### src/sv/pff_pkg.sv
package pff_pkg;

	// Framing limits and header layout.
	localparam int unsigned MAX_PAYLOAD  = 8192;
	localparam int unsigned MTU_OVERHEAD = 17;
	localparam int unsigned HDR_LEN      = 14;
	localparam int unsigned HDR_IDX_W    = 4;
	localparam int unsigned MTU_RESET    = 23;

	// Width of the divider and its step counter.
	localparam int unsigned DIV_W     = 16;
	localparam int unsigned DIV_CNT_W = 4;

	// Header constant bytes and flag bits.
	localparam logic [7:0] HDR_MAGIC0  = 8'h46;
	localparam logic [7:0] HDR_MAGIC1  = 8'h55;
	localparam logic [7:0] HDR_VERSION = 8'h01;
	localparam int unsigned FLAG_FIRST_BIT = 0;
	localparam int unsigned FLAG_FINAL_BIT = 1;

	// Result status codes.
	typedef enum logic [1:0] {
		ST_OK        = 2'd0,
		ST_TOO_LARGE = 2'd1,
		ST_FRAG_ERR  = 2'd2,
		ST_NOT_OPEN  = 2'd3
	} status_t;

	// Sequencer states.
	typedef enum logic [1:0] {
		S_IDLE,
		S_DIV,
		S_HDR
	} state_t;

	// Input operation codes.
	typedef enum logic {
		OP_BEGIN = 1'b0,
		OP_BYTE  = 1'b1
	} op_t;

endpackage

### src/sv/payload_fragment_framer.sv
// Payload fragment framer. A begin item (op 0) opens a transfer: the chunk
// capacity is link_mtu minus 17, the frame count is the payload length divided
// by that capacity, rounded up and at least one, and the 14-byte header of the
// first frame follows. Each byte item (op 1) passes its byte through; when it
// fills a chunk and payload remains, the next frame's header follows it. Each
// result carries one frame byte, or a status code with no byte, and last marks
// the final result of an item. A begin item that opens a transfer passes
// through the accepting cycle, 16 steps of the radix-2 divider, a step to
// take the quotient and then the header bytes, one per cycle while out_stall
// is low. A rejected begin item or a byte item gives a single result, which
// the next frame's header follows when the byte fills a chunk. The output
// register holds a result while out_stall is high, and the block takes no
// item until the previous one has produced all of its results. link_mtu is
// sampled at begin items only.
module payload_fragment_framer (
	input  logic        clk,
	input  logic        arst_n,
	input  logic        link_mtu_we,
	input  logic [15:0] link_mtu_wdata,
	input  logic        in_valid,
	output logic        in_stall,
	input  logic        op,
	input  logic [31:0] xfer_id,
	input  logic [15:0] payload_length,
	input  logic [7:0]  data_byte,
	output logic        out_valid,
	input  logic        out_stall,
	output logic [1:0]  status,
	output logic        has_byte,
	output logic [7:0]  out_byte,
	output logic        frame_end,
	output logic        last
);
	import pff_pkg::*;

	// Control registers.
	state_t                state_q, state_d;
	logic                  open_q, open_d;
	logic                  out_valid_q, out_valid_d;
	logic [15:0]           link_mtu_q;
	logic [HDR_IDX_W-1:0]  hdr_idx_q, hdr_idx_d;

	// Transfer registers.
	logic [31:0]  current_id_q, current_id_d;
	logic [15:0]  total_bytes_q, total_bytes_d;
	logic [15:0]  frame_count_q, frame_count_d;
	logic [15:0]  frame_index_q, frame_index_d;
	logic [15:0]  chunk_cap_q, chunk_cap_d;
	logic [15:0]  left_chunk_q, left_chunk_d;
	logic [15:0]  left_payload_q, left_payload_d;
	logic         hdr_only_q, hdr_only_d;

	// Output register.
	status_t      status_q, status_d;
	logic         has_byte_q, has_byte_d;
	logic [7:0]   out_byte_q, out_byte_d;
	logic         frame_end_q, frame_end_d;
	logic         last_q, last_d;

	// Divider hookup.
	logic         div_start;
	logic         div_done;
	logic [15:0]  div_quo;
	logic [15:0]  div_rem;
	logic [15:0]  mtu_cap;

	logic         out_free;
	logic         in_fire;
	logic [7:0]   hdr_byte;
	logic [7:0]   hdr_flags;

	pff_div u_div (
		.clk       (clk),
		.arst_n    (arst_n),
		.start     (div_start),
		.dividend  (payload_length),
		.divisor   (mtu_cap),
		.done      (div_done),
		.quotient  (div_quo),
		.remainder (div_rem)
	);

	assign mtu_cap  = link_mtu_q - 16'(MTU_OVERHEAD);
	assign out_free = ~out_valid_q | ~out_stall;
	assign in_stall = ~((state_q == S_IDLE) & out_free);
	assign in_fire  = in_valid & ~in_stall;

	// Flags of the frame whose header is going out.
	always_comb begin
		hdr_flags = '0;
		hdr_flags[FLAG_FIRST_BIT] = (frame_index_q == 16'd0);
		hdr_flags[FLAG_FINAL_BIT] = ({1'b0, frame_index_q} + 17'd1 == {1'b0, frame_count_q});
	end

	// Header byte selected by position, all multi-byte fields little-endian.
	always_comb begin
		unique case (hdr_idx_q)
			4'd0:    hdr_byte = HDR_MAGIC0;
			4'd1:    hdr_byte = HDR_MAGIC1;
			4'd2:    hdr_byte = HDR_VERSION;
			4'd3:    hdr_byte = hdr_flags;
			4'd4:    hdr_byte = current_id_q[7:0];
			4'd5:    hdr_byte = current_id_q[15:8];
			4'd6:    hdr_byte = current_id_q[23:16];
			4'd7:    hdr_byte = current_id_q[31:24];
			4'd8:    hdr_byte = frame_index_q[7:0];
			4'd9:    hdr_byte = frame_index_q[15:8];
			4'd10:   hdr_byte = frame_count_q[7:0];
			4'd11:   hdr_byte = frame_count_q[15:8];
			4'd12:   hdr_byte = total_bytes_q[7:0];
			4'd13:   hdr_byte = total_bytes_q[15:8];
			default: hdr_byte = '0;
		endcase
	end

	// Sequencer: next state, transfer bookkeeping and the next result.
	always_comb begin
		logic [15:0] chunk_dec;
		logic [15:0] payload_dec;
		logic [15:0] count_tmp;
		logic        load;

		chunk_dec   = (left_chunk_q != 16'd0) ? left_chunk_q - 16'd1 : left_chunk_q;
		payload_dec = (left_payload_q != 16'd0) ? left_payload_q - 16'd1 : left_payload_q;
		count_tmp   = div_quo + {15'd0, (div_rem != 16'd0)};
		load        = 1'b0;

		state_d        = state_q;
		open_d         = open_q;
		hdr_idx_d      = hdr_idx_q;
		current_id_d   = current_id_q;
		total_bytes_d  = total_bytes_q;
		frame_count_d  = frame_count_q;
		frame_index_d  = frame_index_q;
		chunk_cap_d    = chunk_cap_q;
		left_chunk_d   = left_chunk_q;
		left_payload_d = left_payload_q;
		hdr_only_d     = hdr_only_q;
		status_d       = status_q;
		has_byte_d     = has_byte_q;
		out_byte_d     = out_byte_q;
		frame_end_d    = frame_end_q;
		last_d         = last_q;
		div_start      = 1'b0;

		unique case (state_q)
			S_IDLE: begin
				if (in_fire) begin
					if (op == OP_BEGIN) begin
						if ({16'd0, payload_length} > 32'(MAX_PAYLOAD)) begin
							open_d = 1'b0;
							load = 1'b1;
							status_d = ST_TOO_LARGE;
							has_byte_d = 1'b0;
							out_byte_d = '0;
							frame_end_d = 1'b0;
							last_d = 1'b1;
						end else if (link_mtu_q <= 16'(MTU_OVERHEAD)) begin
							open_d = 1'b0;
							load = 1'b1;
							status_d = ST_FRAG_ERR;
							has_byte_d = 1'b0;
							out_byte_d = '0;
							frame_end_d = 1'b0;
							last_d = 1'b1;
						end else begin
							div_start = 1'b1;
							open_d = 1'b0;
							current_id_d = xfer_id;
							total_bytes_d = payload_length;
							chunk_cap_d = mtu_cap;
							left_payload_d = payload_length;
							left_chunk_d = (mtu_cap < payload_length) ? mtu_cap
								: payload_length;
							frame_index_d = '0;
							hdr_only_d = (payload_length == 16'd0);
							state_d = S_DIV;
						end
					end else if (!open_q) begin
						load = 1'b1;
						status_d = ST_NOT_OPEN;
						has_byte_d = 1'b0;
						out_byte_d = '0;
						frame_end_d = 1'b0;
						last_d = 1'b1;
					end else begin
						load = 1'b1;
						status_d = ST_OK;
						has_byte_d = 1'b1;
						out_byte_d = data_byte;
						left_chunk_d = chunk_dec;
						left_payload_d = payload_dec;
						if (payload_dec == 16'd0) begin
							// Final byte of the payload closes the transfer.
							frame_end_d = 1'b1;
							last_d = 1'b1;
							open_d = 1'b0;
						end else if (chunk_dec == 16'd0) begin
							// Chunk full: the next frame's header follows.
							frame_end_d = 1'b1;
							last_d = 1'b0;
							frame_index_d = frame_index_q + 16'd1;
							left_chunk_d = (chunk_cap_q < payload_dec) ? chunk_cap_q
								: payload_dec;
							hdr_only_d = 1'b0;
							hdr_idx_d = '0;
							state_d = S_HDR;
						end else begin
							frame_end_d = 1'b0;
							last_d = 1'b1;
						end
					end
				end
			end
			S_DIV: begin
				if (div_done) begin
					frame_count_d = (count_tmp == 16'd0) ? 16'd1 : count_tmp;
					open_d = ~hdr_only_q;
					hdr_idx_d = '0;
					state_d = S_HDR;
				end
			end
			S_HDR: begin
				if (out_free) begin
					load = 1'b1;
					status_d = ST_OK;
					has_byte_d = 1'b1;
					out_byte_d = hdr_byte;
					if (hdr_idx_q == HDR_IDX_W'(HDR_LEN - 1)) begin
						frame_end_d = hdr_only_q;
						last_d = 1'b1;
						state_d = S_IDLE;
					end else begin
						frame_end_d = 1'b0;
						last_d = 1'b0;
						hdr_idx_d = hdr_idx_q + 1'b1;
					end
				end
			end
			default: begin
				state_d = S_IDLE;
			end
		endcase

		// The output register holds until its result is taken.
		if (load) begin
			out_valid_d = 1'b1;
		end else if (!out_stall) begin
			out_valid_d = 1'b0;
		end else begin
			out_valid_d = out_valid_q;
		end
	end

	// Control state.
	always_ff @(posedge clk or negedge arst_n) begin
		if (!arst_n) begin
			state_q     <= S_IDLE;
			open_q      <= 1'b0;
			out_valid_q <= 1'b0;
			hdr_idx_q   <= '0;
			link_mtu_q  <= 16'(MTU_RESET);
		end else begin
			state_q     <= state_d;
			open_q      <= open_d;
			out_valid_q <= out_valid_d;
			hdr_idx_q   <= hdr_idx_d;
			if (link_mtu_we) begin
				link_mtu_q <= link_mtu_wdata;
			end
		end
	end

	// Transfer and result payload.
	always_ff @(posedge clk) begin
		current_id_q   <= current_id_d;
		total_bytes_q  <= total_bytes_d;
		frame_count_q  <= frame_count_d;
		frame_index_q  <= frame_index_d;
		chunk_cap_q    <= chunk_cap_d;
		left_chunk_q   <= left_chunk_d;
		left_payload_q <= left_payload_d;
		hdr_only_q     <= hdr_only_d;
		status_q       <= status_d;
		has_byte_q     <= has_byte_d;
		out_byte_q     <= out_byte_d;
		frame_end_q    <= frame_end_d;
		last_q         <= last_d;
	end

	assign out_valid = out_valid_q;
	assign status    = status_q;
	assign has_byte  = has_byte_q;
	assign out_byte  = out_byte_q;
	assign frame_end = frame_end_q;
	assign last      = last_q;

endmodule

### src/sv/pff_div.sv
module pff_div (
	input  logic                       clk,
	input  logic                       arst_n,
	input  logic                       start,
	input  logic [pff_pkg::DIV_W-1:0]  dividend,
	input  logic [pff_pkg::DIV_W-1:0]  divisor,
	output logic                       done,
	output logic [pff_pkg::DIV_W-1:0]  quotient,
	output logic [pff_pkg::DIV_W-1:0]  remainder
);
	import pff_pkg::*;

	logic                  busy_q;
	logic                  done_q;
	logic [DIV_CNT_W-1:0]  cnt_q;
	logic [DIV_W-1:0]      rem_q;
	logic [DIV_W-1:0]      quo_q;
	logic [DIV_W-1:0]      dvs_q;
	logic [DIV_W:0]        shifted;
	logic [DIV_W:0]        trial;
	logic                  fits;

	// One restoring step: shift in the next dividend bit and try a subtract.
	assign shifted = {rem_q, quo_q[DIV_W-1]};
	assign trial   = shifted - {1'b0, dvs_q};
	assign fits    = ~trial[DIV_W];

	// Control: busy for one step per quotient bit, done pulses after the last.
	always_ff @(posedge clk or negedge arst_n) begin
		if (!arst_n) begin
			busy_q <= 1'b0;
			done_q <= 1'b0;
			cnt_q  <= '0;
		end else begin
			done_q <= 1'b0;
			if (start) begin
				busy_q <= 1'b1;
				cnt_q  <= '0;
			end else if (busy_q) begin
				cnt_q <= cnt_q + 1'b1;
				if (cnt_q == DIV_CNT_W'(DIV_W - 1)) begin
					busy_q <= 1'b0;
					done_q <= 1'b1;
				end
			end
		end
	end

	// Datapath: the quotient register starts out holding the dividend.
	always_ff @(posedge clk) begin
		if (start) begin
			rem_q <= '0;
			quo_q <= dividend;
			dvs_q <= divisor;
		end else if (busy_q) begin
			rem_q <= fits ? trial[DIV_W-1:0] : shifted[DIV_W-1:0];
			quo_q <= {quo_q[DIV_W-2:0], fits};
		end
	end

	assign done      = done_q;
	assign quotient  = quo_q;
	assign remainder = rem_q;

endmodule

### config.mk
export PLATFORM = sky130hd
export DESIGN_NAME = payload_fragment_framer
export DESIGN_NICKNAME = d
export VERILOG_FILES = /design/src/sv/pff_pkg.sv /design/src/sv/payload_fragment_framer.sv /design/src/sv/pff_div.sv
export SDC_FILE = /design/constraint.sdc
export NUM_CORES = 1
export LEC_CHECK = 0
export BUFFER_PORTS_ARGS = -buffer_cell sky130_fd_sc_hd__buf_2
export CORE_ASPECT_RATIO = 1.5
export CORE_MARGIN = 4
export CORE_UTILIZATION = 55
export CTS_BUF_LIST = sky130_fd_sc_hd__clkbuf_8
export CTS_CLUSTER_SIZE = 40
export DETAILED_ROUTE_END_ITERATION = 7
export PLACE_DENSITY_LB_ADDON = 0.08
export SYNTH_ARGS = -nofsm -noshare
export SYNTH_HDL_FRONTEND = slang
export SYNTH_SLANG_ARGS = --single-unit
### constraint.sdc
create_clock -name clk -period 5.45 [get_ports clk]
set_input_delay 1.09 -clock clk [delete_from_list [all_inputs] [get_ports clk]]
set_output_delay 1.09 -clock clk [all_outputs]
set_load 0.02 [all_outputs]
Yosys cells after proc, flatten, opt, wreduce, memory -nomap -nowiden
Index checks and enable logic that the tools add are counted.
{"block": "totals", "output_inout_bits": 15, "register_bits": 220, "elab_cells": 224, "in_bits": 78}
{"block": "classes", "n_addsub": 9, "muxes": 116, "magnitude_cmp": 4, "reduce_logical": 22, "n_eq_ne": 38, "bitwise_logic": 11}
{"operator": "$mux 16", "count": 23}
{"operator": "$pmux 8 s14", "count": 1}
{"operator": "$logic_not 16->1", "count": 5}
{"operator": "$mux 1", "count": 51}
{"operator": "$mux 8", "count": 6}
{"operator": "$reduce_bool 16->1", "count": 3}
{"operator": "$mux 4", "count": 10}
{"operator": "$lt 16x16->1", "count": 2}
{"operator": "$mux 2", "count": 16}
{"operator": "$sub 16x1->16 const B", "count": 2}
{"operator": "$eq 4x4->1 const B", "count": 7}
{"operator": "$ne 2x2->1 const B", "count": 10}
{"operator": "$reduce_and 9->1", "count": 2}
{"operator": "$add 16x1->17 const B", "count": 1}
{"operator": "$eq 17x16->1", "count": 1}
{"operator": "$sub 17x16->17", "count": 1}
{"operator": "$add 16x1->16", "count": 1}
{"operator": "$add 16x1->16 const B", "count": 1}
{"operator": "$eq 4x3->1 const B", "count": 4}
{"operator": "$gt 16x14->1 const B", "count": 1}
{"operator": "$le 16x5->1 const B", "count": 1}
{"operator": "$pmux 8 s2", "count": 1}
{"operator": "$sub 16x5->16 const B", "count": 1}
{"operator": "$ne 3x3->1 const B", "count": 4}
{"operator": "24 further kinds", "count": 45}

Depth between registers and ports, before layout
Gate-level depths: netlist (run 1).
{"block": "logic_depth", "word_depth": 9, "depth_mapped": 18, "ltp_nobuf": 16}

Cells and area by module
A second synthesis (run 1) with hierarchy kept.
{"block": "hier_totals", "cells_unflattened": 1239, "hier_area_um2": 12927.4}
{"mod": "payload_fragment_framer", "area_each_um2": 9914.5, "cells_per_inst": 960, "n_inst": 1, "seq_area_each_um2": 4869.7}
{"mod": "pff_div", "area_each_um2": 3012.9, "cells_per_inst": 279, "n_inst": 1, "seq_area_each_um2": 1431.4}

Worst setup path before layout (run 1)
No wires, ideal clock.
{"block": "synth_timing", "path_type": "input -> register", "startpoint": "input payload_length[12]", "endpoint": "register frame_index_q[0] (enable)", "setup_slack_ps": 836, "t_arrival_ps": 4240, "required_time_ps": 5076, "cell_stages": 6, "path_buffers": 0, "setup_ps": 374, "path_cell_list": "nor4_1 -> nand4_1 -> a211oi_1 -> nand2_1 -> a21oi_1 -> o21a_1"}
{"block": "synth_via", "elab_chain_cells": 3}
{"item": "from (decl)", "line_no": "payload_fragment_framer.sv:24", "source": "input logic [15:0] payload_length,"}
{"item": "$gt 16x14->1", "line_no": "payload_fragment_framer.sv:150", "source": "if ({16'd0, payload_length} > 32'(MAX_PAYLOAD)) begin"}
{"item": "$ne 2x2->1 (no line)"}
{"item": "$reduce_and 7->1 (no line)"}
{"item": "to (signal assigned)", "line_no": "payload_fragment_framer.sv:279", "source": "frame_index_q <= frame_index_d;"}
{"item": "to (decl)", "line_no": "payload_fragment_framer.sv:47", "source": "logic [15:0] frame_index_q, frame_index_d;"}
Every way passes these cells.
A chain may end at the register's enable or synchronous reset.

Final worst setup path (run 1)
{"block": "layout_timing", "startpoint": "register left_payload_q[0]", "endpoint": "register left_chunk_q[0], data pin"}
{"block": "layout_via", "elab_chain_cells": 8, "word_cells_on_any_way": 10, "cone_classes": "add/sub (1); order compare (1); mux (6); reduce/logical (2)"}
{"item": "from (decl)", "line_no": "payload_fragment_framer.sv:50", "source": "logic [15:0] left_payload_q, left_payload_d;"}
{"item": "from (signal assigned)", "line_no": "payload_fragment_framer.sv:282", "source": "left_payload_q <= left_payload_d;"}
{"item": "$sub 16x1->16 / $reduce_bool 16->1 (equally long branches)", "line_no": "payload_fragment_framer.sv:124", "source": "payload_dec = (left_payload_q != 16'd0) ? left_payload_q - 16'd1 : left_payload_q;"}
{"item": "$mux 16 (*)", "line_no": "payload_fragment_framer.sv:124"}
{"item": "$lt 16x16->1", "line_no": "payload_fragment_framer.sv:203", "source": "left_chunk_d = (chunk_cap_q < payload_dec) ? chunk_cap_q"}
{"item": "$mux 16", "line_no": "payload_fragment_framer.sv:203"}
{"item": "$mux 16", "line_no": "payload_fragment_framer.sv:198", "source": "end else if (chunk_dec == 16'd0) begin"}
{"item": "$mux 16 (*)", "line_no": "payload_fragment_framer.sv:193", "source": "if (payload_dec == 16'd0) begin"}
{"item": "$mux 16 (*)", "line_no": "payload_fragment_framer.sv:179", "source": "end else if (!open_q) begin"}
{"item": "$mux 16 (*)", "line_no": "payload_fragment_framer.sv:149", "source": "if (op == OP_BEGIN) begin"}
{"item": "to (signal assigned)", "line_no": "payload_fragment_framer.sv:281", "source": "left_chunk_q <= left_chunk_d;"}
{"item": "to (decl)", "line_no": "payload_fragment_framer.sv:49", "source": "logic [15:0] left_chunk_q, left_chunk_d;"}
Mark *: on every way between the ends. The rest lies on a longest branch, timed or not. The select of a mux whose other input is x is not followed.

==> run summary, run 1 <==
## Status
- **result of the run** finished, final reports clean

## Timing
- **setup clock skew after layout** 0.0213 ns
- **setup repair after global routing missed its margin** false
- **post-route setup TNS** 0 ns
- **final hold slack** 0.517 ns
- **transition at the pin with the smallest max-transition slack** 1.01 ns
- **final critical-path required period** 4.67 ns
- **Slew Viols, Final** 0
- **final critical-path setup slack** 0.775 ns
- **Slew Limit Headroom** 32.5%
- **crit share post-route** 85.8%
- **Hold Violations, Final** 0
- **FMAX** 0.214 GHz
- **number of setup violations in the final report** 0

## Clock network
- **clock-pin slew reported for the worst setup and hold paths after clock tree synthesis** 0.07 ns
- **hold buffer count at CTS** 0
- **Sink Count** 220
- **H-tree depth reported by CTS** 2
- **Root Buffer** sky130_fd_sc_hd__clkbuf_8
- **CTS tree** yes
- **Max clock buf depth** 3
- **clock insertion delay at the later pin of the skew report** 0.53 ns
- **number of buffers created by CTS** 35
- **PostCTS Resize Cnt** 0
- **number of buffers inserted to repair setup after CTS** 0

## Placement
- **placed cell count** 1616
- **post-DP HPWL** 27.9 mm
- **total of buffers placed on input and output ports** 92
- **DP Area** 13800 um2
- **gpl congestion** 1.00
- **post-place setup slack** 0.864 ns

## Cells and area
- **# fillers** 2008
- **final standard cell count with taps included and fillers excluded** 1678
- **footprint of the multi-input gates** 6230 um2
- **FF+latch area** 6300 um2
- **relative area change from synthesis to final layout** 11.1%
- **most common cell after layout, fill and taps aside** sky130_fd_sc_hd__edfxtp_1
- **fraction of layout cells with a size suffix above 1** 16.5%
- **Final nets** 1478
- **fin util** 62.3%
- **Diodes inserted** 0
- **highest-count cells in the layout ignoring fill and taps** sky130_fd_sc_hd__edfxtp_1, sky130_fd_sc_hd__nor2_1, sky130_fd_sc_hd__buf_2
- **summed area of non-filler cells in the final layout** 14400 um2

## Power and ir drop
- **Power Dens Cells** 389 nW/um2
- **part of the power in the clock network** 22.5%
- **combinational share of power** 35.6%
- **sequential fraction of design power** 41.9%
- **switching power** 2.06 mW
- **Switching Fraction** 36.8%
- **Power, Total** 5.62 mW
- **cell leakage power** 5.62 nW
- **peak supply drop** 0.000220 V
- **internal power** 3.55 mW

## Logic synthesis
- **Syn Inst Count** 1239
- **area share of the largest cell type after synthesis** 40.3%
- **area of the mapped netlist** 13000 um2
- **Post-synth EDFFs** 174
- **Post-synth ARST share** 13.6%
- **Seq cells post-synth** 220
- **yosys warns** 0
- **most common flop cell mapped by yosys** sky130_fd_sc_hd__edfxtp_1
- **Synth cell types** 86
- **Mapped Avg Cell Area** 10.5 um2
- **syn_nets** 1379
- **Synth area leaders** sky130_fd_sc_hd__edfxtp_1, sky130_fd_sc_hd__ha_1, sky130_fd_sc_hd__dfrtp_1, sky130_fd_sc_hd__xnor2_1, sky130_fd_sc_hd__nor2_1
- **part of the Yosys area used for sequential elements** 48.5%
- **post-synth top area cell** sky130_fd_sc_hd__edfxtp_1

## Setup path
- **arrival time of data at the critical path endpoint** 4.91 ns
- **crit start category** flop
- **Worst Path Required** 5.69 ns
- **CP max FO** 13
- **start-to-end type of the worst setup path** reg -> reg
- **register-to-register setup slack** 0.78 ns
- **kind of end point of the critical path** flop

## Drt
- **Via Count** 10.2k
- **Post-DRT Antenna Nets** 0
- **DRC violation total after the first TritonRoute iteration** 704
- **WL final** 36.8 mm
- **Pre-Repair DR Iteration Count** 6
- **DRC** 0
- **Max Used Layer** met4
- **detailed route wirelength on metal3** 2.52 mm
- **Met1 Wirelength** 13.4 mm
- **Via-to-Cell Ratio** 6.10
- **met2 wire len** 18.5 mm
- **average routed wire per standard cell** 21.9 um

## Global routing
- **largest net degree at the start of global routing** 65
- **Total Routing Usage GR** 27.9%
- **number of antenna violations at the first check in global routing** 0
- **vias in the first global route** 10.4k
- **overflow left after global routing** 0
- **wire length of the first global-routing pass** 57.1 mm

## Die
- **effective utilization at floorplan** 56.1%
- **Top Ports** 93
- **core footprint** 23100 um2
- **die footprint** 26200 um2
- **Chip Height** 196 um
- **# rows** 68
- **floorplan die width** 133 um

## Min path
- **class of the tightest hold or removal check** reg -> reg

## Flow run
- **max capacitance violation total** 0

worst max-delay path, stage by stage, from the launching register on:
cell and delay (ns):
sky130_fd_sc_hd__edfxtp_1 0.49, sky130_fd_sc_hd__inv_1 0.14, sky130_fd_sc_hd__ha_1 0.18, sky130_fd_sc_hd__nor4b_2 0.33, sky130_fd_sc_hd__and4_1 0.47, sky130_fd_sc_hd__nor4_1 0.11
sky130_fd_sc_hd__xnor2_1 0.38, sky130_fd_sc_hd__ha_1 0.33, sky130_fd_sc_hd__a21o_1 0.16, sky130_fd_sc_hd__a21o_1 0.19, sky130_fd_sc_hd__a211oi_1 0.30, sky130_fd_sc_hd__o41ai_1 0.14
sky130_fd_sc_hd__a211oi_2 0.56, sky130_fd_sc_hd__buf_4 0.32, sky130_fd_sc_hd__mux2i_1 0.20, sky130_fd_sc_hd__o21ai_1 0.07
power by group through the flow:
stage          Combinational (mW)  Clock (mW)  Sequential [mW]
2_1_floorplan                1.49           0             2.33
3_3_place_gp                 1.95           0             2.38
3_5_place_dp                 1.99           0             2.39
4_1_cts                      2.00        1.29             2.35
5_1_grt                      2.23        1.37             2.39
6_report                     2.00        1.26             2.35
state kept, by name, summed over array words and instances, names as in the netlist, 2 cells and up:
register,count
u_div.cnt_q,4
frame_index_q,16
u_div.quotient,16
u_div.dvs_q,16
status,2
state_q,2
hdr_idx_q,4
link_mtu_q,16
frame_count_q,16
u_div.remainder,16
left_chunk_q,16
left_payload_q,16
current_id_q,32
chunk_cap_q,16
out_byte,8
total_bytes_q,16
metal layers:
metal	track usage, %	vias to the layer above
li1	-	4839
met1	32.1	4845
met2	49.5	419
met3	4.46	129
met4	15.1	0
met5	0	-
Yosys cell counts, types with 8 or more instances:
cell type / number
sky130_fd_sc_hd__o21a_1: 8
sky130_fd_sc_hd__nand4_1: 19
sky130_fd_sc_hd__nor4_1: 25
sky130_fd_sc_hd__o21ai_1: 8
sky130_fd_sc_hd__dfxtp_1: 16
sky130_fd_sc_hd__o211ai_1: 11
sky130_fd_sc_hd__a211oi_1: 9
sky130_fd_sc_hd__or2_2: 11
sky130_fd_sc_hd__a31oi_1: 8
sky130_fd_sc_hd__ha_1: 61
sky130_fd_sc_hd__mux2i_1: 31
sky130_fd_sc_hd__inv_1: 65
sky130_fd_sc_hd__and4_1: 8
sky130_fd_sc_hd__a21o_1: 15
sky130_fd_sc_hd__nand2_1: 89
sky130_fd_sc_hd__nor2b_1: 10
sky130_fd_sc_hd__a21oi_1: 70
sky130_fd_sc_hd__a22o_1: 16
sky130_fd_sc_hd__dfrtp_1: 26
sky130_fd_sc_hd__clkbuf_1: 40
sky130_fd_sc_hd__a22oi_1: 14
sky130_fd_sc_hd__nor2_1: 103
sky130_fd_sc_hd__edfxtp_1: 174
sky130_fd_sc_hd__nand2b_1: 9
sky130_fd_sc_hd__nand3_1: 37
sky130_fd_sc_hd__and2_1: 11
sky130_fd_sc_hd__mux2_2: 22
sky130_fd_sc_hd__xnor2_1: 49
sky130_fd_sc_hd__xor2_1: 38
sky130_fd_sc_hd__o21ai_0: 64
sky130_fd_sc_hd__nor3_1: 33
cell type report:
cell class,instances,area share [%]
sequential,220,43.7
multi-input combinational,899,43.2
timing repair buffer,116,4.53
clock buffer,35,3.34
tap,315,2.73
inverter,66,1.72
clock inverter,27,0.781
cells by family after synthesis:
kind of cell               Yosys count  synth area share (%)
and+or+nand+nor                    399                  15.9
adders and majority gates           62                  6.03
xor gates and xnor gates            89                  6.12
muxes                               54                  4.40
DFF                                220                  48.5
AOI/OAI and AO/OA                  295                  15.4
buffers and inverters              120                  3.62
worst paths after layout:
kind / from / depth (start not counted) / end
min: u_div.remainder[13]$_SDFFE_PP0P_ / 2 / u_div.remainder[14]$_SDFFE_PP0P_
min reg2reg: u_div.remainder[13]$_SDFFE_PP0P_ / 2 / u_div.remainder[14]$_SDFFE_PP0P_
min in group asynchronous: arst_n / 1 / state_q[0]$_DFFE_PN0P_
max reg2reg: left_payload_q[0]$_DFFE_PP_ / 15 / left_chunk_q[0]$_DFFE_PP_
max in group asynchronous: arst_n / 1 / u_div.cnt_q[2]$_DFFE_PN0P_
max: left_payload_q[0]$_DFFE_PP_ / 15 / left_chunk_q[0]$_DFFE_PP_
(Power assumes the default switching activity.)
==> run 2: changes to the inputs <==
Settings changed: MAX_ROUTING_LAYER set to met4, SKIP_CTS_REPAIR_TIMING set to 1.
==> run 2 against run 1 <==
Wire length is 1.5% higher. Sequential cell count is the same. Cell count shrank 0.12%. Worst setup slack improved by 0.063 ns. Die area unchanged. Utilization up 0.62 points. Total power is 5.4% higher. Register-to-register slack better by 0.06 ns. First-iteration DRC count unchanged.
==> run summary, run 2 (synthesis gave the netlist of run 1 again) <==
## Cells and area
- **summed area of non-filler cells in the final layout** 14600 um2, was 14400 um2
- **flip-flop count of the largest register, all copies and words added** 32, unchanged
- **Final nets** 1475, was 1478
- **most common cell after layout, fill and taps aside** sky130_fd_sc_hd__edfxtp_1, unchanged
- **fin util** 62.9%, was 62.3%
- **highest-count cells in the layout ignoring fill and taps** sky130_fd_sc_hd__edfxtp_1, sky130_fd_sc_hd__nor2_1, sky130_fd_sc_hd__buf_2, unchanged
- **fraction of layout cells with a size suffix above 1** 16.9%, was 16.5%
- **relative area change from synthesis to final layout** 12.2%, was 11.1%
- **Diodes inserted** 0, unchanged
- **final standard cell count with taps included and fillers excluded** 1676, was 1678
- **most flop-heavy register** current_id_q, unchanged

## Die
- **core footprint** 23100 um2, unchanged
- **Chip Height** 196 um, unchanged
- **Top Ports** 93, unchanged
- **die footprint** 26200 um2, unchanged
- **floorplan die width** 133 um, unchanged
- **# rows** 68, unchanged
- **effective utilization at floorplan** 56.1%, unchanged

## Setup path
- **kind of cell adding the most delay to the critical path** compound AO/OA/AOI/OAI gates, unchanged
- **cell with the largest stage delay on the worst path** sky130_fd_sc_hd__a211oi_2, unchanged
- **kind of end point of the critical path** flop, unchanged
- **CP max FO** 13, unchanged
- **crit start category** flop, unchanged
- **Worst Path Required** 5.69 ns, about the same
- **worst path buffer plus inverter count** 2, unchanged
- **cell count of the worst reg-to-reg path** 15, unchanged
- **cells along the critical path** inv_1, ha_1, nor4b_2, and4_1, nor4_1, xnor2_1, ha_1, a21o_1, a21o_1, a211oi_1, o41ai_1, a211oi_2, buf_4, mux2i_1, o21ai_1, unchanged
- **arrival time of data at the critical path endpoint** 4.85 ns, was 4.91 ns
- **start-to-end type of the worst setup path** reg -> reg, unchanged
- **max incr delay on CP** 0.53 ns, was 0.56 ns
- **critical path depth in cells** 15, unchanged

## Timing
- **setup clock skew after layout** 0.0300 ns, was 0.0213 ns
- **transition at the pin with the smallest max-transition slack** 0.987 ns, was 1.01 ns
- **number of setup violations in the final report** 0, unchanged
- **Hold Violations, Final** 0, unchanged
- **Slew Limit Headroom** 34.1%, was 32.5%
- **setup repair after global routing missed its margin** false, unchanged
- **crit share post-route** 84.6%, was 85.8%
- **Slew Viols, Final** 0, unchanged
- **final critical-path required period** 4.61 ns, was 4.67 ns
- **final hold slack** 0.516 ns, was 0.517 ns
- **FMAX** 0.217 GHz, was 0.214 GHz
- **post-route setup TNS** 0 ns, unchanged
- **final critical-path setup slack** 0.838 ns, was 0.775 ns

## Power and ir drop
- **Power, Total** 5.92 mW, was 5.62 mW
- **Power Dens Cells** 406 nW/um2, was 389 nW/um2
- **cell leakage power** 5.67 nW, was 5.62 nW
- **peak supply drop** 0.000297 V, was 0.000220 V

## Placement
- **placed cell count** 1612, was 1616
- **gpl congestion** 0.959, was 1.00
- **total of buffers placed on input and output ports** 92, unchanged
- **post-DP HPWL** 28.4 mm, was 27.9 mm
- **DP Area** 13800 um2, about the same
- **post-place setup slack** 0.918 ns, was 0.864 ns

## Drt
- **average routed wire per standard cell** 22.3 um, was 21.9 um
- **Post-DRT Antenna Nets** 0, unchanged
- **DRC violation total after the first TritonRoute iteration** 704, unchanged
- **Via-to-Cell Ratio** 6.15, was 6.10
- **DRC** 0, unchanged
- **Via Count** 10.3k, was 10.2k
- **Pre-Repair DR Iteration Count** 6, unchanged
- **WL final** 37.3 mm, was 36.8 mm

## Status
- **result of the run** finished, final reports clean, unchanged

## Clock network
- **clock-pin slew reported for the worst setup and hold paths after clock tree synthesis** 0.07 ns, about the same
- **CTS tree** yes, unchanged
- **Max clock buf depth** 3, unchanged
- **number of buffers created by CTS** 36, was 35
- **clock insertion delay at the later pin of the skew report** 0.55 ns, was 0.53 ns
- **Sink Count** 220, unchanged
- **H-tree depth reported by CTS** 2, unchanged
- **Root Buffer** sky130_fd_sc_hd__clkbuf_8, unchanged

## Global routing
- **Total Routing Usage GR** 29.2%, was 27.9%
- **vias in the first global route** 10.2k, was 10.4k
- **largest net degree at the start of global routing** 65, unchanged
- **number of antenna violations at the first check in global routing** 0, unchanged
- **overflow left after global routing** 0, unchanged
- **wire length of the first global-routing pass** 57.5 mm, was 57.1 mm

## Flow run
- **max capacitance violation total** 0, unchanged

## Min path
- **cell depth of the worst min-delay path** 2, unchanged
- **class of the tightest hold or removal check** reg -> reg, unchanged

[run 2: power by group]
part,internal [mW],switching [mW],leakage [nW]
combinational,0.833,1.17,3.17
clock,0.881,0.688,0.430
sequential,2.12,0.230,2.07
[run 2: worst paths after layout]
path                                                   to                        start  slack (ns)
worst max-delay path            left_chunk_q[0]$_DFFE_PP_  left_payload_q[0]$_DFFE_PP_        0.84
worst min-delay path                   open_q$_DFFE_PN0P_           open_q$_DFFE_PN0P_        0.52
worst max register to register  left_chunk_q[0]$_DFFE_PP_  left_payload_q[0]$_DFFE_PP_        0.84
worst min register to register         open_q$_DFFE_PN0P_           open_q$_DFFE_PN0P_        0.52
max in group asynchronous       link_mtu_q[5]$_DFFE_PN0P_                       arst_n        4.26
min in group asynchronous          state_q[1]$_DFFE_PN0P_                       arst_n        0.65
[run 2: area by class of cell]
class | count | area (um2)
repair buffers | 112 | 623
fillers | 2012 | 8580
flip-flops and latches | 220 | 6300
clock inverters | 23 | 203
multi-input cells | 899 | 6230
inverters | 66 | 248
clock buffers | 41 | 564
well taps | 315 | 394
[run 2: worst min-delay path: stages (launching register included)]
cell                      delay, ns
sky130_fd_sc_hd__dfrtp_1       0.35
sky130_fd_sc_hd__a31oi_1       0.08
sky130_fd_sc_hd__o31ai_1       0.05
[run 2: metal layers]
layer / vias to the layer above / global-route usage (%) / routed length, um / share of wire, %
li1: 4843 / - / - / -
met1: 4940 / 33.5 / 14200 / 38
met2: 405 / 49.5 / 18700 / 50
met3: 126 / 4.00 / 2090 / 5.6
met4: 0 / 16.1 / 2270 / 6.1
met5: - / - / 0 / 0
==> run 3: changes to the inputs <==
Settings changed: ABC_AREA set to 1.
Clock period 5.45 ns to 4.29 ns, I/O delays scaled along.
==> run 3 against run 2 <==
Clock skew fell by 0.0039 ns. Count of clock-buffer cells in the layout down 3. Area after synthesis increased by 3.8%. Sequential power grew 25%. Sequential share of layout area shrank 1.5 points. Utilization grew 0.13 points. Total power increased by 23%. Worst setup slack lost 0.27 ns. Highest routed layer unchanged.
==> run summary, run 3 <==
## Status
- **result of the run** finished, final reports clean, unchanged

## Setup path
- **arrival time of data at the critical path endpoint** 3.99 ns, was 4.85 ns
- **cell with the largest stage delay on the worst path** sky130_fd_sc_hd__nor3_1, was sky130_fd_sc_hd__a211oi_2
- **critical register-to-register path endpoint** left_chunk_q[6]$_DFFE_PP_, was left_chunk_q[0]$_DFFE_PP_
- **startpoint of the worst-slack reg-to-reg timing path** link_mtu_q[0]$_DFFE_PN1P_, was left_payload_q[0]$_DFFE_PP_
- **max incr delay on CP** 0.41 ns, was 0.53 ns
- **destination of the critical timing path** left_chunk_q[6]$_DFFE_PP_, was left_chunk_q[0]$_DFFE_PP_
- **cells along the critical path** nor3_1, a21oi_1, nor3_1, nand3_1, nor2_1, nand2_1, xor2_1, inv_1, ha_1, a21oi_1, o21ai_0, a21oi_1, nand2_1, inv_1, o21ai_0, a21oi_1, a21oi_1, was inv_1, ha_1, nor4b_2, and4_1, nor4_1, xnor2_1, ha_1, a21o_1, a21o_1, a211oi_1, o41ai_1, a211oi_2, buf_4, mux2i_1, o21ai_1
- **kind of end point of the critical path** flop, unchanged
- **cell occurring most often along the worst timing path** sky130_fd_sc_hd__a21oi_1
- **crit start category** flop, unchanged
- **Worst Path Required** 4.56 ns, was 5.69 ns
- **register-to-register setup slack** 0.57 ns, was 0.84 ns
- **CP max FO** 16, was 13
- **origin of the worst setup path** link_mtu_q[0]$_DFFE_PN1P_, was left_payload_q[0]$_DFFE_PP_
- **cell count of the worst reg-to-reg path** 17, was 15
- **start-to-end type of the worst setup path** reg -> reg, unchanged

## Timing
- **Hold Violations, Final** 0, unchanged
- **final critical-path setup slack** 0.572 ns, was 0.838 ns
- **Slew Viols, Final** 0, unchanged
- **number of setup violations in the final report** 0, unchanged
- **setup repair after global routing missed its margin** false, unchanged
- **Slew Limit Headroom** 40.8%, was 34.1%
- **FMAX** 0.269 GHz, was 0.217 GHz
- **transition at the pin with the smallest max-transition slack** 0.881 ns, was 0.987 ns
- **crit share post-route** 86.7%, was 84.6%
- **setup clock skew after layout** 0.0260 ns, was 0.0300 ns
- **final critical-path required period** 3.72 ns, was 4.61 ns
- **post-route setup TNS** 0 ns, unchanged

## Cells and area
- **highest-count cells in the layout ignoring fill and taps** sky130_fd_sc_hd__nand2_1, sky130_fd_sc_hd__inv_1, sky130_fd_sc_hd__edfxtp_1, was sky130_fd_sc_hd__edfxtp_1, sky130_fd_sc_hd__nor2_1, sky130_fd_sc_hd__buf_2
- **fraction of layout cells with a size suffix above 1** 15.2%, was 16.9%
- **FF+latch area** 6300 um2, unchanged
- **final standard cell count with taps included and fillers excluded** 2008, was 1676
- **most common cell after layout, fill and taps aside** sky130_fd_sc_hd__nand2_1, was sky130_fd_sc_hd__edfxtp_1
- **Diodes inserted** 0, unchanged
- **# fillers** 2185, was 2012
- **Final nets** 1801, was 1475
- **relative area change from synthesis to final layout** 12.0%, was 12.2%
- **summed area of non-filler cells in the final layout** 15100 um2, was 14600 um2
- **footprint of the multi-input gates** 6250 um2, was 6230 um2
- **most flop-heavy register** current_id_q, unchanged
- **flip-flop count of the largest register, all copies and words added** 32, unchanged

## Drt
- **met2 wire len** 19.8 mm, was 18.7 mm
- **Via Count** 11.3k, was 10.3k
- **average routed wire per standard cell** 19.5 um, was 22.3 um
- **WL final** 39.2 mm, was 37.3 mm
- **detailed route wirelength on metal3** 2.50 mm, was 2.09 mm
- **DRC violation total after the first TritonRoute iteration** 919, was 704
- **Max Used Layer** met4, unchanged
- **Pre-Repair DR Iteration Count** 5, was 6
- **DRC** 0, unchanged
- **Via-to-Cell Ratio** 5.65, was 6.15
- **Met1 Wirelength** 14.4 mm, was 14.2 mm
- **Post-DRT Antenna Nets** 0, unchanged

## Power and ir drop
- **Power, Total** 7.25 mW, was 5.92 mW
- **internal power** 4.54 mW, was 3.83 mW
- **Power Dens Cells** 481 nW/um2, was 406 nW/um2
- **part of the power in the clock network** 27.1%, was 26.5%
- **peak supply drop** 0.000426 V, was 0.000297 V
- **sequential fraction of design power** 40.4%, was 39.6%
- **Switching Fraction** 37.3%, was 35.3%
- **combinational share of power** 32.5%, was 33.8%
- **switching power** 2.71 mW, was 2.09 mW
- **cell leakage power** 6.56 nW, was 5.67 nW

## Clock network
- **number of buffers created by CTS** 37, was 36
- **Root Buffer** sky130_fd_sc_hd__clkbuf_8, unchanged
- **Max clock buf depth** 3, unchanged
- **clock-pin slew reported for the worst setup and hold paths after clock tree synthesis** 0.07 ns, about the same
- **Sink Count** 220, unchanged
- **clock insertion delay at the later pin of the skew report** 0.55 ns, about the same
- **CTS tree** yes, unchanged
- **H-tree depth reported by CTS** 2, unchanged

## Die
- **# rows** 69, was 68
- **Top Ports** 93, unchanged
- **die footprint** 27100 um2, was 26200 um2
- **Chip Height** 200 um, was 196 um
- **core footprint** 23900 um2, was 23100 um2
- **floorplan die width** 136 um, was 133 um
- **effective utilization at floorplan** 56.3%, was 56.1%

## Logic synthesis
- **Post-synth EDFFs** 174, unchanged
- **part of the Yosys area used for sequential elements** 46.8%, was 48.5%
- **Synth cell types** 57, was 86
- **Synth area leaders** sky130_fd_sc_hd__edfxtp_1, sky130_fd_sc_hd__nand2_1, sky130_fd_sc_hd__ha_1, sky130_fd_sc_hd__inv_1, sky130_fd_sc_hd__dfrtp_1, was sky130_fd_sc_hd__edfxtp_1, sky130_fd_sc_hd__ha_1, sky130_fd_sc_hd__dfrtp_1, sky130_fd_sc_hd__xnor2_1, sky130_fd_sc_hd__nor2_1
- **area of the mapped netlist** 13500 um2, was 13000 um2
- **leading cell type by number of instances after synthesis** sky130_fd_sc_hd__nand2_1, was sky130_fd_sc_hd__edfxtp_1
- **area share of the largest cell type after synthesis** 38.8%, was 40.3%
- **top cells by count, synth** sky130_fd_sc_hd__nand2_1, sky130_fd_sc_hd__inv_1, sky130_fd_sc_hd__edfxtp_1, sky130_fd_sc_hd__nor2_1, sky130_fd_sc_hd__o21ai_0, was sky130_fd_sc_hd__edfxtp_1, sky130_fd_sc_hd__nor2_1, sky130_fd_sc_hd__nand2_1, sky130_fd_sc_hd__a21oi_1, sky130_fd_sc_hd__inv_1
- **most common flop cell mapped by yosys** sky130_fd_sc_hd__edfxtp_1, unchanged
- **syn_nets** 1684, was 1379
- **Seq cells post-synth** 220, unchanged
- **yosys warns** 0, unchanged
- **Mapped Avg Cell Area** 8.73 um2, was 10.5 um2
- **Syn Inst Count** 1544, was 1239
- **Post-synth ARST share** 13.6%, unchanged
- **post-synth top area cell** sky130_fd_sc_hd__edfxtp_1, unchanged

## Global routing
- **Total Routing Usage GR** 30.2%, was 29.2%
- **wire length of the first global-routing pass** 60.9 mm, was 57.5 mm
- **number of antenna violations at the first check in global routing** 0, unchanged
- **vias in the first global route** 11.5k, was 10.2k
- **largest net degree at the start of global routing** 65, unchanged
- **overflow left after global routing** 0, unchanged

## Placement
- **placed cell count** 1941, was 1612
- **post-place setup slack** 0.620 ns, was 0.918 ns
- **post-DP HPWL** 30.3 mm, was 28.4 mm
- **DP Area** 14300 um2, was 13800 um2
- **gpl congestion** 0.965, was 0.959
- **total of buffers placed on input and output ports** 92, unchanged

## Min path
- **class of the tightest hold or removal check** in -> async, was reg -> reg

## Flow run
- **max capacitance violation total** 0, unchanged

## run 3: changes by cell type in the layout (fill, tap and decap cells not counted), sizes merged, moves of 22 or more
cell	change
nand3	+71
inv	+139
xor2	+22
xnor2	-31
mux2i	-32
nand2	+257
nor2	+57
o21ai	+41
## run 3: critical path, delay by kind of cell, from the launching register on
family | cells | cell delay [ns]
XOR/XNOR | 1 | 0.20
flip-flops | 1 | 0.38
buffers and inverters | 2 | 0.45
adder cells (fa/ha/maj) | 1 | 0.30
AO/OA/AOI/OAI | 7 | 0.89
AND/OR/NAND/NOR | 6 | 1.23
## run 3: logic make-up after synthesis
logic type	after synthesis	synth area share [%]
xor+xnor	81	5.48
fa+ha+maj	62	5.81
flops	220	46.8
mux	2	0.167
simple gates	695	24.1
buf+inv	239	6.95
compound gates	245	10.7
## run 3: worst min path at each step
stage | depth (start not counted) | startpoint | endpoint
finish | 1 | arst_n | u_div.done$_DFF_PN0_
CTS | 1 | arst_n | hdr_idx_q[2]$_DFFE_PN0P_
detailed placement | 2 | u_div.remainder[13]$_SDFFE_PP0P_ | u_div.remainder[13]$_SDFFE_PP0P_
global placement | 2 | u_div.remainder[11]$_SDFFE_PP0P_ | u_div.remainder[11]$_SDFFE_PP0P_
floorplan | 2 | u_div.remainder[13]$_SDFFE_PP0P_ | u_div.remainder[13]$_SDFFE_PP0P_
global route | 1 | arst_n | hdr_idx_q[0]$_DFFE_PN0P_
## run 3: power groups by stage
stage | Combinational (mW) | Clock (mW) | Sequential, mW
6_report | 2.36 | 1.96 | 2.93
5_1_grt | 2.66 | 2.09 | 2.96
4_1_cts | 2.36 | 1.99 | 2.92
3_5_place_dp | 2.36 | 0 | 2.97
3_3_place_gp | 2.32 | 0 | 2.96
2_1_floorplan | 1.61 | 0 | 2.97
## run 3: area by class of cell
| type | instances | area share [%] |
|---|---|---|
| multi-input cells | 1085 | 41.4 |
| clock inverters | 29 | 1.54 |
| well taps | 319 | 2.65 |
| clock buffers | 38 | 3.47 |
| repair buffers | 108 | 3.93 |
| flip-flops and latches | 220 | 41.8 |
| inverters | 209 | 5.22 |
## run 3: through the flow
| stage | hold slack, ns | util [%] |
|---|---|---|
| floorplan | 0.458 | - |
| global placement | 0.487 | 59.9 |
| detailed placement | 0.493 | 59.9 |
| CTS | 0.410 | 63.1 |
| global route | 0.450 | 63.1 |
| finish | 0.410 | 63.1 |
## run 3: metal layers
metal	vias up	global-route usage [%]
met5	-	-
met4	0	17.6
li1	5467	-
met3	149	4.26
met2	461	52.6
met1	5261	32.9
